## src/tba_pkg.sv

```systemverilog
package tba_pkg;

  localparam int TBA_T_W      = 16;
  localparam int TBA_W_W      = 17;
  localparam int TBA_WS_W     = 35;
  localparam int TBA_PROD_W   = TBA_W_W + TBA_WS_W;
  localparam int TBA_NUM_W    = 51;
  localparam int TBA_DEN_W    = 34;
  localparam int TBA_QUOT_W   = 18;
  localparam int TBA_SH_W     = 19;
  localparam int TBA_CNT_W    = 5;
  localparam int TBA_PASS_W   = 4;
  localparam int TBA_ORDER_PASSES = 10;

  localparam logic [TBA_T_W-1:0] TBA_EQUAL_RST  = 16'd8;
  localparam logic [TBA_T_W-1:0] TBA_FULL_RST   = 16'd32;
  localparam logic [TBA_T_W-1:0] TBA_LIGHT_RST  = 16'd6;
  localparam logic [TBA_T_W-1:0] TBA_STRICT_RST = 16'd9;
  localparam logic [TBA_W_W-1:0] TBA_WC_RST     = 17'd32768;
  localparam logic [TBA_W_W-1:0] TBA_WA_RST     = 17'd13107;
  localparam logic [TBA_W_W-1:0] TBA_WL_RST     = 17'd19661;

  typedef enum logic [2:0] {
    CFG_EQUAL      = 3'd0,
    CFG_FULL       = 3'd1,
    CFG_LIGHT      = 3'd2,
    CFG_STRICT     = 3'd3,
    CFG_W_COMPUTE  = 3'd4,
    CFG_W_AUTOGRAD = 3'd5,
    CFG_W_LOADER   = 3'd6
  } tba_cfg_idx_t;

  typedef enum logic [1:0] {
    GRP_COMPUTE  = 2'd0,
    GRP_AUTOGRAD = 2'd1,
    GRP_LOADER   = 2'd2
  } tba_grp_t;

  typedef enum logic [3:0] {
    ST_IDLE,
    ST_WMUL,
    ST_WSUM,
    ST_RMUL,
    ST_DIV_GO,
    ST_DIV_WAIT,
    ST_ALLOC,
    ST_STRICT,
    ST_LIGHT,
    ST_DONE
  } tba_state_t;

  typedef struct packed {
    logic [TBA_T_W-1:0] equal_threshold;
    logic [TBA_T_W-1:0] full_threshold;
    logic [TBA_T_W-1:0] light_threshold;
    logic [TBA_T_W-1:0] strict_threshold;
    logic [TBA_W_W-1:0] weight_compute;
    logic [TBA_W_W-1:0] weight_autograd;
    logic [TBA_W_W-1:0] weight_loader;
  } tba_cfg_t;

  typedef struct packed {
    logic                   done;
    logic [TBA_QUOT_W-1:0]  quot;
    logic [TBA_DEN_W-1:0]   rem;
  } tba_div_res_t;

  typedef struct packed {
    logic                 valid;
    logic                 error_flag;
    logic [TBA_SH_W-1:0]  compute_share;
    logic [TBA_SH_W-1:0]  autograd_share;
    logic [TBA_SH_W-1:0]  loader_share;
  } tba_res_t;

endpackage

```

## src/tba_mul.sv

```systemverilog
module tba_mul (
  input  logic                             clk,
  input  logic [tba_pkg::TBA_W_W-1:0]      a,
  input  logic [tba_pkg::TBA_WS_W-1:0]     b,
  output logic [tba_pkg::TBA_PROD_W-1:0]   prod
);

  always_ff @(posedge clk) begin
    prod <= tba_pkg::TBA_PROD_W'(a) * tba_pkg::TBA_PROD_W'(b);
  end

endmodule

```

## src/tba_div.sv

```systemverilog
module tba_div (
  input  logic                              clk,
  input  logic                              rst,
  input  logic                              start,
  input  logic [tba_pkg::TBA_NUM_W-1:0]     num,
  input  logic [tba_pkg::TBA_DEN_W-1:0]     den,
  output tba_pkg::tba_div_res_t             res
);

  localparam int QW = tba_pkg::TBA_QUOT_W;
  localparam int NW = tba_pkg::TBA_NUM_W;

  logic                              busy;
  logic                              done;
  logic [tba_pkg::TBA_CNT_W-1:0]     cnt;
  logic [NW-1:0]                     rem;
  logic [NW-1:0]                     dsh;
  logic [QW-1:0]                     quot;
  logic                              ge;

  assign ge = (rem >= dsh);

  always_ff @(posedge clk) begin
    if (rst) begin
      busy <= 1'b0;
      done <= 1'b0;
    end else begin
      done <= 1'b0;
      if (start) begin
        busy <= 1'b1;
      end else if (busy && (cnt == '0)) begin
        busy <= 1'b0;
        done <= 1'b1;
      end
    end
  end

  always_ff @(posedge clk) begin
    if (start) begin
      cnt  <= tba_pkg::TBA_CNT_W'(QW - 1);
      rem  <= num;
      dsh  <= NW'(den) << (QW - 1);
      quot <= '0;
    end else if (busy) begin
      if (ge) begin
        rem <= rem - dsh;
      end
      quot <= {quot[QW-2:0], ge};
      dsh  <= dsh >> 1;
      cnt  <= cnt - 1'b1;
    end
  end

  assign res.done = done;
  assign res.quot = quot;
  assign res.rem  = rem[tba_pkg::TBA_DEN_W-1:0];

endmodule

```

## src/tba_seq.sv

```systemverilog
module tba_seq (
  input  logic                            clk,
  input  logic                            rst,
  input  tba_pkg::tba_cfg_t               cfg,
  input  logic                            in_valid,
  input  logic [tba_pkg::TBA_T_W-1:0]     total_threads,
  output logic                            in_ready,
  input  logic                            res_ready,
  output tba_pkg::tba_res_t               res
);

  localparam int SW = tba_pkg::TBA_SH_W;
  localparam int TW = tba_pkg::TBA_T_W;
  localparam logic [SW-1:0] ONE = SW'(1);

  tba_pkg::tba_state_t state, state_next;

  logic [TW-1:0]                     t_reg;
  logic [TW-1:0]                     r;
  logic [TW-1:0]                     fn;
  logic [TW-1:0]                     fd;
  tba_pkg::tba_grp_t                 grp;
  logic [tba_pkg::TBA_WS_W-1:0]      ws;
  logic [tba_pkg::TBA_QUOT_W-1:0]    base [3];
  logic [tba_pkg::TBA_DEN_W-1:0]     rest [3];
  logic [SW-1:0]                     c, a, l;
  logic                              err;
  logic [tba_pkg::TBA_PASS_W-1:0]    pass_cnt;
  logic                              res_valid;

  logic [tba_pkg::TBA_W_W-1:0]       mul_a;
  logic [tba_pkg::TBA_WS_W-1:0]      mul_b;
  logic [tba_pkg::TBA_PROD_W-1:0]    prod;
  logic [tba_pkg::TBA_W_W-1:0]       w_sel;
  logic [tba_pkg::TBA_DEN_W-1:0]     den;
  logic                              div_start;
  tba_pkg::tba_div_res_t             div_res;

  logic [TW-1:0]                     fn_in, fd_in;
  logic [SW-1:0]                     base_sum;
  logic [TW-1:0]                     deficit;
  logic                              p01, p02, p21;
  logic [1:0]                        rank0, rank1, rank2;
  logic [SW-1:0]                     extra;
  logic [SW-1:0]                     sc1, sl1, sl2, sa2;
  logic                              strict_stop;
  logic [SW-1:0]                     ll2, la2, lc3, ll3, ll4, la4;

  tba_mul u_mul (
    .clk  (clk),
    .a    (mul_a),
    .b    (mul_b),
    .prod (prod)
  );

  tba_div u_div (
    .clk   (clk),
    .rst   (rst),
    .start (div_start),
    .num   (prod[tba_pkg::TBA_NUM_W-1:0]),
    .den   (den),
    .res   (div_res)
  );

  assign den = (tba_pkg::TBA_DEN_W'(fd) << 17) + (tba_pkg::TBA_DEN_W'(fd) << 16);

  always_comb begin
    case (grp)
      tba_pkg::GRP_COMPUTE:  w_sel = cfg.weight_compute;
      tba_pkg::GRP_AUTOGRAD: w_sel = cfg.weight_autograd;
      tba_pkg::GRP_LOADER:   w_sel = cfg.weight_loader;
      default:               w_sel = cfg.weight_compute;
    endcase
  end

  always_comb begin
    if (total_threads >= cfg.full_threshold) begin
      fn_in = TW'(1);
      fd_in = TW'(1);
    end else if (total_threads > cfg.equal_threshold) begin
      fn_in = total_threads - cfg.equal_threshold;
      fd_in = cfg.full_threshold - cfg.equal_threshold;
    end else begin
      fn_in = '0;
      fd_in = TW'(1);
    end
  end

  always_comb begin
    base_sum = SW'(base[0]) + SW'(base[1]) + SW'(base[2]);
    deficit  = (base_sum < SW'(r)) ? TW'(SW'(r) - base_sum) : '0;
    p01 = (rest[0] >= rest[1]);
    p02 = (rest[0] >= rest[2]);
    p21 = (rest[2] >= rest[1]);
    rank0 = 2'(!p01) + 2'(!p02);
    rank1 = 2'(p01) + 2'(p21);
    rank2 = 2'(p02) + 2'(!p21);
    extra = (deficit > TW'(3)) ? SW'(deficit - TW'(3)) : '0;
  end

  always_comb begin
    sc1 = c;
    sl1 = l;
    if (c <= l && l > ONE) begin
      sc1 = c + ONE;
      sl1 = l - ONE;
    end
    sl2 = sl1;
    sa2 = a;
    if (sl1 <= a && a > ONE) begin
      sl2 = sl1 + ONE;
      sa2 = a - ONE;
    end
    strict_stop = (sc1 > sl2) && (sl2 > sa2);

    ll2 = sl1;
    la2 = a;
    if (sl1 < a && a > ONE) begin
      ll2 = sl1 + ONE;
      la2 = a - ONE;
    end
    lc3 = sc1;
    ll3 = ll2;
    if (sc1 == ll2 && ll2 > ONE) begin
      lc3 = sc1 + ONE;
      ll3 = ll2 - ONE;
    end
    ll4 = ll3;
    la4 = la2;
    if (ll3 < la2 && la2 > ONE) begin
      ll4 = ll3 + ONE;
      la4 = la2 - ONE;
    end
  end

  always_ff @(posedge clk) begin
    if (rst) begin
      state <= tba_pkg::ST_IDLE;
    end else begin
      state <= state_next;
    end
  end

  always_comb begin
    state_next = state;
    in_ready   = 1'b0;
    div_start  = 1'b0;
    mul_a      = '0;
    mul_b      = '0;
    res_valid  = 1'b0;
    case (state)
      tba_pkg::ST_IDLE: begin
        in_ready = 1'b1;
        if (in_valid) begin
          state_next = (total_threads < TW'(4)) ? tba_pkg::ST_DONE : tba_pkg::ST_WMUL;
        end
      end
      tba_pkg::ST_WMUL: begin
        mul_a      = w_sel;
        mul_b      = tba_pkg::TBA_WS_W'(fn);
        state_next = tba_pkg::ST_WSUM;
      end
      tba_pkg::ST_WSUM: begin
        state_next = tba_pkg::ST_RMUL;
      end
      tba_pkg::ST_RMUL: begin
        mul_a      = tba_pkg::TBA_W_W'(r);
        mul_b      = ws;
        state_next = tba_pkg::ST_DIV_GO;
      end
      tba_pkg::ST_DIV_GO: begin
        div_start  = 1'b1;
        state_next = tba_pkg::ST_DIV_WAIT;
      end
      tba_pkg::ST_DIV_WAIT: begin
        if (div_res.done) begin
          state_next = (grp == tba_pkg::GRP_LOADER) ? tba_pkg::ST_ALLOC : tba_pkg::ST_WMUL;
        end
      end
      tba_pkg::ST_ALLOC: begin
        if (t_reg >= cfg.strict_threshold) begin
          state_next = tba_pkg::ST_STRICT;
        end else if (t_reg >= cfg.light_threshold) begin
          state_next = tba_pkg::ST_LIGHT;
        end else begin
          state_next = tba_pkg::ST_DONE;
        end
      end
      tba_pkg::ST_STRICT: begin
        if (strict_stop ||
            pass_cnt == tba_pkg::TBA_PASS_W'(tba_pkg::TBA_ORDER_PASSES - 1)) begin
          state_next = tba_pkg::ST_DONE;
        end
      end
      tba_pkg::ST_LIGHT: begin
        state_next = tba_pkg::ST_DONE;
      end
      tba_pkg::ST_DONE: begin
        res_valid = 1'b1;
        if (res_ready) begin
          state_next = tba_pkg::ST_IDLE;
        end
      end
      default: begin
        state_next = tba_pkg::ST_IDLE;
      end
    endcase
  end

  always_ff @(posedge clk) begin
    case (state)
      tba_pkg::ST_IDLE: begin
        t_reg    <= total_threads;
        r        <= total_threads - TW'(3);
        fn       <= fn_in;
        fd       <= fd_in;
        grp      <= tba_pkg::GRP_COMPUTE;
        pass_cnt <= '0;
        err      <= (total_threads < TW'(2));
        c        <= (total_threads < TW'(2)) ? '0 : ONE;
        a        <= (total_threads < TW'(2)) ? '0 : ONE;
        l        <= (total_threads < TW'(2)) ? '0 : ONE;
      end
      tba_pkg::ST_WSUM: begin
        ws <= (tba_pkg::TBA_WS_W'(fd - fn) << 16)
            + tba_pkg::TBA_WS_W'(prod[32:0])
            + (tba_pkg::TBA_WS_W'(prod[32:0]) << 1);
      end
      tba_pkg::ST_DIV_WAIT: begin
        if (div_res.done) begin
          base[grp] <= div_res.quot;
          rest[grp] <= div_res.rem;
          case (grp)
            tba_pkg::GRP_COMPUTE:  grp <= tba_pkg::GRP_AUTOGRAD;
            tba_pkg::GRP_AUTOGRAD: grp <= tba_pkg::GRP_LOADER;
            default:               grp <= tba_pkg::GRP_COMPUTE;
          endcase
        end
      end
      tba_pkg::ST_ALLOC: begin
        c <= SW'(base[0]) + ONE + SW'(deficit > TW'(rank0)) + extra;
        a <= SW'(base[1]) + ONE + SW'(deficit > TW'(rank1));
        l <= SW'(base[2]) + ONE + SW'(deficit > TW'(rank2));
      end
      tba_pkg::ST_STRICT: begin
        c        <= sc1;
        l        <= sl2;
        a        <= sa2;
        pass_cnt <= pass_cnt + 1'b1;
      end
      tba_pkg::ST_LIGHT: begin
        c <= lc3;
        l <= ll4;
        a <= la4;
      end
      default: begin
      end
    endcase
  end

  assign res.valid          = res_valid;
  assign res.error_flag     = err;
  assign res.compute_share  = c;
  assign res.autograd_share = a;
  assign res.loader_share   = l;

endmodule

```

## src/thread_budget_apportioner.sv

```systemverilog
// Thread budget apportioner.
// A total thread count arrives as one transaction on the s_axis channel and
// leaves as one transaction on the m_axis channel, holding the compute,
// autograd and data loader budgets and, in tuser, an error flag for totals
// below two. The seven registers of the cfg channel (thresholds and Q1.16
// target weights) are written with cfg_valid and cfg_ready, which is always
// high; they should be written only while no transaction is in flight.
// A total of three or less goes from the idle state straight to the done state.
// Larger totals run the arithmetic: for each of the three groups one shared
// multiplier is used twice and one shared restoring divider runs 18 iterations,
// followed by one allocation step and up to ten passes of the strict ordering
// (or one light ordering step). One transaction is worked on at a time;
// s_axis_tready is high only while the sequencer is idle.
// The result sits in an output register, so a new input transaction can be
// taken while the receiver stalls; the following result then waits until the
// output register is free.
// Reset clears the sequencer and the output valid and loads the register
// defaults.
module thread_budget_apportioner (
  input  logic        clk,
  input  logic        rst,
  input  logic        s_axis_tvalid,
  output logic        s_axis_tready,
  // [15:0] total_threads
  input  logic [15:0] s_axis_tdata,
  output logic        m_axis_tvalid,
  input  logic        m_axis_tready,
  // [15:0] compute_share, [31:16] autograd_share, [47:32] loader_share
  output logic [47:0] m_axis_tdata,
  // [0] error_flag
  output logic [0:0]  m_axis_tuser,
  input  logic        cfg_valid,
  output logic        cfg_ready,
  input  logic [2:0]  cfg_index,
  input  logic [16:0] cfg_data
);

  localparam int SW = tba_pkg::TBA_SH_W;

  tba_pkg::tba_cfg_t  cfg;
  tba_pkg::tba_res_t  res;
  logic               res_ready;
  logic [15:0]        compute_share, autograd_share, loader_share;
  logic               error_flag;

  assign cfg_ready = 1'b1;

  always_ff @(posedge clk) begin
    if (rst) begin
      cfg.equal_threshold  <= tba_pkg::TBA_EQUAL_RST;
      cfg.full_threshold   <= tba_pkg::TBA_FULL_RST;
      cfg.light_threshold  <= tba_pkg::TBA_LIGHT_RST;
      cfg.strict_threshold <= tba_pkg::TBA_STRICT_RST;
      cfg.weight_compute   <= tba_pkg::TBA_WC_RST;
      cfg.weight_autograd  <= tba_pkg::TBA_WA_RST;
      cfg.weight_loader    <= tba_pkg::TBA_WL_RST;
    end else if (cfg_valid && cfg_ready) begin
      case (cfg_index)
        tba_pkg::CFG_EQUAL:      cfg.equal_threshold  <= cfg_data[15:0];
        tba_pkg::CFG_FULL:       cfg.full_threshold   <= cfg_data[15:0];
        tba_pkg::CFG_LIGHT:      cfg.light_threshold  <= cfg_data[15:0];
        tba_pkg::CFG_STRICT:     cfg.strict_threshold <= cfg_data[15:0];
        tba_pkg::CFG_W_COMPUTE:  cfg.weight_compute   <= cfg_data;
        tba_pkg::CFG_W_AUTOGRAD: cfg.weight_autograd  <= cfg_data;
        tba_pkg::CFG_W_LOADER:   cfg.weight_loader    <= cfg_data;
        default: begin
        end
      endcase
    end
  end

  tba_seq u_seq (
    .clk           (clk),
    .rst           (rst),
    .cfg           (cfg),
    .in_valid      (s_axis_tvalid),
    .total_threads (s_axis_tdata),
    .in_ready      (s_axis_tready),
    .res_ready     (res_ready),
    .res           (res)
  );

  assign res_ready = !m_axis_tvalid || m_axis_tready;

  always_ff @(posedge clk) begin
    if (rst) begin
      m_axis_tvalid <= 1'b0;
    end else if (res.valid && res_ready) begin
      m_axis_tvalid <= 1'b1;
    end else if (m_axis_tready) begin
      m_axis_tvalid <= 1'b0;
    end
  end

  always_ff @(posedge clk) begin
    if (res.valid && res_ready) begin
      compute_share  <= (res.compute_share > SW'(16'hFFFF)) ? 16'hFFFF
                                                            : res.compute_share[15:0];
      autograd_share <= (res.autograd_share > SW'(16'hFFFF)) ? 16'hFFFF
                                                              : res.autograd_share[15:0];
      loader_share   <= (res.loader_share > SW'(16'hFFFF)) ? 16'hFFFF
                                                          : res.loader_share[15:0];
      error_flag     <= res.error_flag;
    end
  end

  assign m_axis_tdata = {loader_share, autograd_share, compute_share};
  assign m_axis_tuser = error_flag;

  a_err_zero: assert property (@(posedge clk) disable iff (rst)
    (m_axis_tvalid && m_axis_tuser[0]) |-> (m_axis_tdata == 48'd0))
    else $error("error result carries nonzero shares");

  a_ok_nonzero: assert property (@(posedge clk) disable iff (rst)
    (m_axis_tvalid && !m_axis_tuser[0]) |->
      (m_axis_tdata[15:0] != 16'd0 && m_axis_tdata[31:16] != 16'd0 &&
       m_axis_tdata[47:32] != 16'd0))
    else $error("successful result has an empty group");

  a_busy_after_accept: assert property (@(posedge clk) disable iff (rst)
    (s_axis_tvalid && s_axis_tready) |=> !s_axis_tready)
    else $error("input taken again while a total is being split");

endmodule

```

## config.mk

```make
export PLATFORM = sky130hd
export DESIGN_NAME = thread_budget_apportioner
export DESIGN_NICKNAME = d
export VERILOG_FILES = /design/src/tba_pkg.sv /design/src/tba_mul.sv /design/src/tba_div.sv /design/src/tba_seq.sv /design/src/thread_budget_apportioner.sv
export SDC_FILE = /design/constraint.sdc
export NUM_CORES = 2
export LEC_CHECK = 0
export ABC_AREA = 1
export BUFFER_PORTS_ARGS = -buffer_cell sky130_fd_sc_hd__buf_2
export CORE_ASPECT_RATIO = 1.25
export CORE_MARGIN = 2
export CORE_UTILIZATION = 43
export DETAILED_ROUTE_END_ITERATION = 6
export PLACE_DENSITY_LB_ADDON = 0.12
export SETUP_SLACK_MARGIN = 0.4
export SYNTH_ARGS = -nofsm -noshare
export SYNTH_HDL_FRONTEND = slang
export SYNTH_SLANG_ARGS = --single-unit
```

## constraint.sdc

```tcl
create_clock -name clk -period 9.25 [get_ports clk]
set_clock_uncertainty 0.2 [all_clocks]
set_input_delay 1.85 -clock clk [delete_from_list [all_inputs] [get_ports clk]]
set_output_delay 1.85 -clock clk [all_outputs]
set_load 0.01 [all_outputs]
```

# Word-level counts from Yosys, hierarchy flattened
# Memories as Yosys holds them, arrays and structs flattened.
# Cells that the tools add are included.
dict set report totals {
  n_memories 2
  latchBits 0
  mem_bits_ro 0
  regBits 510
  mem_bits_rw 156
}
# name depth word_bits read_ports rd_ports_with_merged_regs wr line
set mem_list {}
lappend mem_list {u_seq.rest 3 34 3 0 1 tba_seq.sv:25} ;# logic [tba_pkg::TBA_DEN_W-1:0] rest [3];
lappend mem_list {u_seq.base 3 18 3 0 1 tba_seq.sv:24} ;# logic [tba_pkg::TBA_QUOT_W-1:0] base [3];
dict set report op_classes {
  n_addsub 32
  n_shift 0
  n_bitwise 1
  div_mod_pow 0
  magnitude_cmp 28
  eq_ne 23
  n_reduce_logical 37
  mul 1
  n_mux 49
}
# cell count
set ops {}
lappend ops {{51-bit 2-to-1 mux} 5}
lappend ops {{19-bit case mux with 4 select lines} 3}
lappend ops {{19-bit 2-to-1 mux} 11}
lappend ops {{34-bit greater-or-equal comparator} 3}
lappend ops {{19-bit by 1-bit adder with 19-bit output, second input constant} 4}
lappend ops {{19-bit by 1-bit greater-than comparator with 1-bit output, second input constant} 4}
lappend ops {{19-bit by 1-bit subtractor with 19-bit output, second input constant} 4}
lappend ops {{35-bit case mux with 2 select lines} 1}
lappend ops {{17-bit case mux with 2 select lines} 2}
lappend ops {{18-bit by 1-bit adder with 19-bit output, second input constant} 3}
lappend ops {{19-bit by 1-bit adder with 19-bit output} 3}
lappend ops {{19-bit by 16-bit greater-than comparator with 1-bit output, second input constant} 3}
lappend ops {{51-bit greater-or-equal comparator} 1}
lappend ops {{17-bit by 35-bit multiplier with 51-bit output} 1}
lappend ops {{51-bit subtractor} 1}
lappend ops {{16-bit greater-or-equal comparator} 3}
lappend ops {{16-bit by 2-bit greater-than comparator with 1-bit output} 3}
lappend ops {{16-bit subtractor} 3}
lappend ops {{4-bit case mux with 10 select lines} 1}
lappend ops {{19-bit greater-than comparator} 2}
lappend ops {{19-bit <= comparator} 2}
lappend ops {{19-bit less-than comparator} 2}
lappend ops {{35-bit by 33-bit adder with 35-bit output} 1}
lappend ops {{35-bit by 34-bit adder with 35-bit output} 1}
lappend ops {{other kinds (47)} 104}

# Longest topological paths before layout
dict set report depth {
  word_depth 13
  ltp_mapped 58
  ltp_nobuf 58
}

# Hierarchy
# From an unflattened synthesis, not the netlist that was laid out.
dict set report unflattened {
  cells_unflattened 9703
  hier_area_um2 71733.8
}
# module area_each_um2 cells_per_inst seq_area_each_um2 instances
set modules_own_cells {}
lappend modules_own_cells {tba_seq 33544.7 4371 9659.3 1}
lappend modules_own_cells {tba_mul 22004.9 3064 1041.0 1}
lappend modules_own_cells {tba_div 9770.6 1474 3393.3 1}
lappend modules_own_cells {thread_budget_apportioner 6413.7 794 3793.6 1}

# Worst setup path before layout
# No wires, ideal clock.
dict set report synth_path {
  kind {reg-to-reg}
  from {mem u_seq.base[2][1] in the netlist's numbering}
  to {reg u_seq.c[17] (data pin)}
  arrival_ns 7.951
  path_slack_ns 0.821
  path_stages_with_launch 53
  setup_time_ns 0.278
  cell_sequence {edfxtp_1 fa_1 ha_1 fa_1 a21oi_1 o21bai_1 a21oi_1 o21bai_1 a21o_1 a21oi_1 nor2_1 nor2_1 o21bai_1 a21oi_1 o21bai_1 xor2_1 inv_1 ha_1 (+17 left out) nor4_1 nand2_1 o311ai_0 a31o_2 nand2_1 nand2_1 a21oi_1 or2_2 nand2_1 a21oi_1 nor2_1 nor2_1 o21bai_1 a21oi_1 o21ai_0 a21oi_1 o21ai_0 o211ai_1}
}
# element line
set synth_lines {}
lappend synth_lines {{from (decl)} tba_seq.sv:24}
lappend synth_lines {{to (signal assigned)} tba_seq.sv:220} ;# c <= (total_threads < TW'(2)) ? '0 : ONE;
lappend synth_lines {{to (signal assigned)} tba_seq.sv:241} ;# c <= SW'(base[0]) + ONE + SW'(deficit > TW'(rank0)) + extra;
lappend synth_lines {{to (signal assigned)} tba_seq.sv:252} ;# c <= lc3;
lappend synth_lines {{to (decl)} tba_seq.sv:26} ;# logic [SW-1:0] c, a, l;

==> results summary <==
The total standard cell area after synthesis came out at 0.06474 mm2. Setup repair after global routing could not meet its margin everywhere. The number of antenna violations at the first check in global routing came out at 2. The utilization of the core after routing is 0.4791. The share of flip-flops with an asynchronous set or reset is 0. Of all nets on the critical path, the largest fanout is 7.

The most numerous cell type found on the critical path is sky130_fd_sc_hd__nand2_1. The area added between synthesis and finish came out at 10.87%. Counting every sink on the clock net gives between 600 and 700. The remaining global-route overflow is 0.

The wire length reported by the detailed router is roughly 210000 um. The wire length of the first global-routing pass came out at around 320000 um. In this run the critical register-to-register path is captured at u_seq.c[17]$_DFFE_PP_. Counting flops per register, the top entry is cfg. STA classifies the critical path endpoint as a flop. The delay contributed by the slowest stage of the critical path is between 0.5 and 0.6 ns. Yosys mapped the design onto between 70 and 80 distinct sky130hd cell types. The worst hold path startpoint is u_seq.err$_DFFE_PP_. The flip-flop and latch count after synthesis came out at 666. The max-slew violation count is 0.

The worst-case register-to-register setup slack came out at 0.81 ns. In the final layout, the registers with the most flip-flops are cfg: 115 flops, u_seq.rest: 102 flops, u_seq.base: 54 flops. The worst hold path terminates at m_axis_tuser$_DFFE_PP_. The routability congestion estimate from global placement is 0.9498. The worst reg2reg path depth came out at between 50 and 60.

The die outline area is 0.1537 mm2. The final-stage net count came out at 9369. The worst-skew pair later-pin latency came out at 0.73 ns. The largest net degree at the start of global routing came out at around 120. The worst setup path category is reg2reg.

The synthesis warning total is 0. The number of standard cells after synthesis came out at just under 8000. The critical path arrival is just under 9 ns. The y dimension of the die came out at approximately 440 um. The post-detailed-route count of antenna-violating nets is 0. The clock passes through at most 3 buffers. The final cell count without fillers is 10220. Port buffering added 91 buffers. By instance count, the leading cell after synthesis is sky130_fd_sc_hd__nand2_1.

The HPWL after detailed placement came out at between 150000 and 200000 um. The floorplan die width is 351.1 um. The synthesized area per cell came out at between 8 and 9 um2. The clock tree from TritonCTS is yes.

The largest area contributor in the netlist is sky130_fd_sc_hd__edfxtp_1. The slowest stage of the critical path is the sky130_fd_sc_hd__fa_1 cell. The data required time at the worst endpoint is 9.50 ns.

The H-tree was split into 3 levels. The number of flip-flops in the largest register is around 120. The final routed wire length divided by cell count came out at between 20 and 25 um. For this run, the top clock speed supported by timing is 118.5 MHz. The number of failing hold endpoints at the final stage came out at 0.

The violation count after the first detailed-route iteration is between 3000 and 4000. The count of endpoints failing setup in the final report came out at 0. The tree is rooted in a sky130_fd_sc_hd__clkbuf_16. Counting instances in the post-synthesis netlist gives the leading cell types as 1547 x sky130_fd_sc_hd__nand2_1, 1442 x sky130_fd_sc_hd__inv_1, 725 x sky130_fd_sc_hd__nor2_1, 646 x sky130_fd_sc_hd__ha_1, 538 x sky130_fd_sc_hd__fa_1.

The startpoint kind of the worst setup timing path is a flop. The worst register-to-register path begins at u_seq.base[1][1]$_DFFE_PP_. The transition time at the pin with the least slew margin is 1.279 ns.

The via count of the first global-routing pass is about 55000. The fraction of the cycle the final worst path needs came out at 0.9120. The number of enable-type register cells in the synthesized netlist is around 450. The worst hold path belongs to the class reg2reg. The worst slew margin relative to its limit came out at 0.1444.

The clock transition time at the flip-flop clock pins of the worst setup and hold paths is about 0.060 ns. The placeable core region is between 0.1 and 0.15 mm2. The total negative setup slack is 0 ns. In the synthesized netlist the dominant register cell turns out to be sky130_fd_sc_hd__edfxtp_1.

The count of TritonRoute iterations in the first routing pass came out at 6. Of the post-synthesis cell area, the dominant cell type holds 0.2101. The flow ran to the end, and the final reports show no timing, DRC or antenna violations. The standard-cell row count is 159.

Including well taps, the total number of placed cells is 10050. In the routed layout, each cell is associated on average with a via count of roughly 5.3. The effective utilization at floorplan is 0.4322. The number of hold buffers added after CTS was 0. By area the synthesized netlist is led by sky130_fd_sc_hd__edfxtp_1 21%, sky130_fd_sc_hd__fa_1 17%, sky130_fd_sc_hd__ha_1 12%, sky130_fd_sc_hd__nand2_1 9.0%, sky130_fd_sc_hd__inv_1 8.4%. Of the synthesized area, sequential elements account for 0.2760. The share of layout cells above drive strength 1 is 0.08750. The number of top-level design ports is 93. Counting I/O delays and the setup requirement, the final critical path takes about 8.4 ns.

The cell depth of the worst hold path is 0. The number of buffers added by the clock tree synthesis step came out at 77. The worst hold slack after final layout came out at 0.2086 ns.

The number of vias in the routed layout is 53840. The count of unresolved DRC violations after routing came out at 0. The number of maximum-capacitance violations came out at 0. The global-route usage over all layers came out at 0.2785.
[logic make-up after synthesis]
| group | after synthesis | synth area share |
|---|---|---|
| fa+ha+maj | 1184 | 0.2912 |
| xor+xnor | 275 | 0.03767 |
| simple gates | 2943 | 0.1920 |
| flops | 666 | 0.2760 |
| buf+inv | 1696 | 0.1001 |
| compound gates | 1182 | 0.1029 |
| other cells | 2 | 0.0001160 |
[metrics by stage]
stage          setup slack, ns  cell area (um2)
2_1_floorplan           0.8215            64800
3_3_place_gp            0.4654            68480
3_5_place_dp            0.5202            68480
4_1_cts                 0.4537            71090
5_1_grt                 0.1582            71770
6_report                0.8143            71780
[critical path: cells and delay by family (launching register included)]
kind / cells / cell delay [ns]
flip-flops: 1 / 0.42
buffers and inverters: 4 / 0.45
adder cells (fa/ha/maj): 6 / 2.01
AO/OA/AOI/OAI: 22 / 2.73
AND/OR/NAND/NOR: 19 / 2.12
XOR/XNOR: 1 / 0.21
[repair_timing]
| item | CTS | global route |
|---|---|---|
| endpoints found under the setup margin | 0 | 56 |
| hold endpoints to repair | 0 | 0 |
| gates resized for setup | 0 | 114 |
| buffers inserted | 0 | 30 |
[cell usage in the layout, fill, tap and decap left out, drive strengths merged, types with 36 or more instances in the layout]
master / Yosys / final
ha: 646 / 646
clkbuf: 184 / 106
xor2: 199 / 199
nand2: 1593 / 1593
buf: 33 / 317
o211ai: 37 / 37
nand4: 81 / 81
dfxtp: 213 / 213
nor3: 84 / 84
nand3: 348 / 348
inv: 1465 / 1465
a22oi: 36 / 36
a21oi: 474 / 474
o21ai: 416 / 416
xnor2: 76 / 76
fa: 538 / 538
nor2: 762 / 762
edfxtp: 453 / 453
[worst max-delay path by stage]
stage / from / to / slack (ns) / cells past startpoint
floorplan: u_seq.base[2][1]$_DFFE_PP_ / u_seq.c[17]$_DFFE_PP_ / 0.82 / 52
global placement: u_seq.base[1][1]$_DFFE_PP_ / u_seq.c[18]$_DFFE_PP_ / 0.47 / 55
CTS: u_seq.base[1][1]$_DFFE_PP_ / u_seq.c[17]$_DFFE_PP_ / 0.45 / 52
global route: u_seq.base[1][1]$_DFFE_PP_ / u_seq.c[17]$_DFFE_PP_ / 0.16 / 52
detailed placement: u_seq.base[1][1]$_DFFE_PP_ / u_seq.c[17]$_DFFE_PP_ / 0.52 / 52
finish: u_seq.base[1][1]$_DFFE_PP_ / u_seq.c[17]$_DFFE_PP_ / 0.81 / 52
[area by class of cell]
type	instances	area, um2
diodes	1	2.502
clock buffers	106	2170
clock inverters	35	435.4
fillers	14740	78030
inverters	1479	5565
multi-input cells	5603	40990
flip-flops and latches	666	17870
well taps	2012	2517
repair buffers	317	2228
[layer usage]
metal | share of wire | routed length [um] | GRT usage
met1 | 0.39 | 83910 | 0.3285
met5 | 0 | 0 | 0
met2 | 0.50 | 107300 | 0.4971
met3 | 0.042 | 9004 | 0.02479
met4 | 0.062 | 13170 | 0.1522
Power is not shown: default switching activity piles up to over one toggle a cycle in this logic, so the estimate is an artifact.
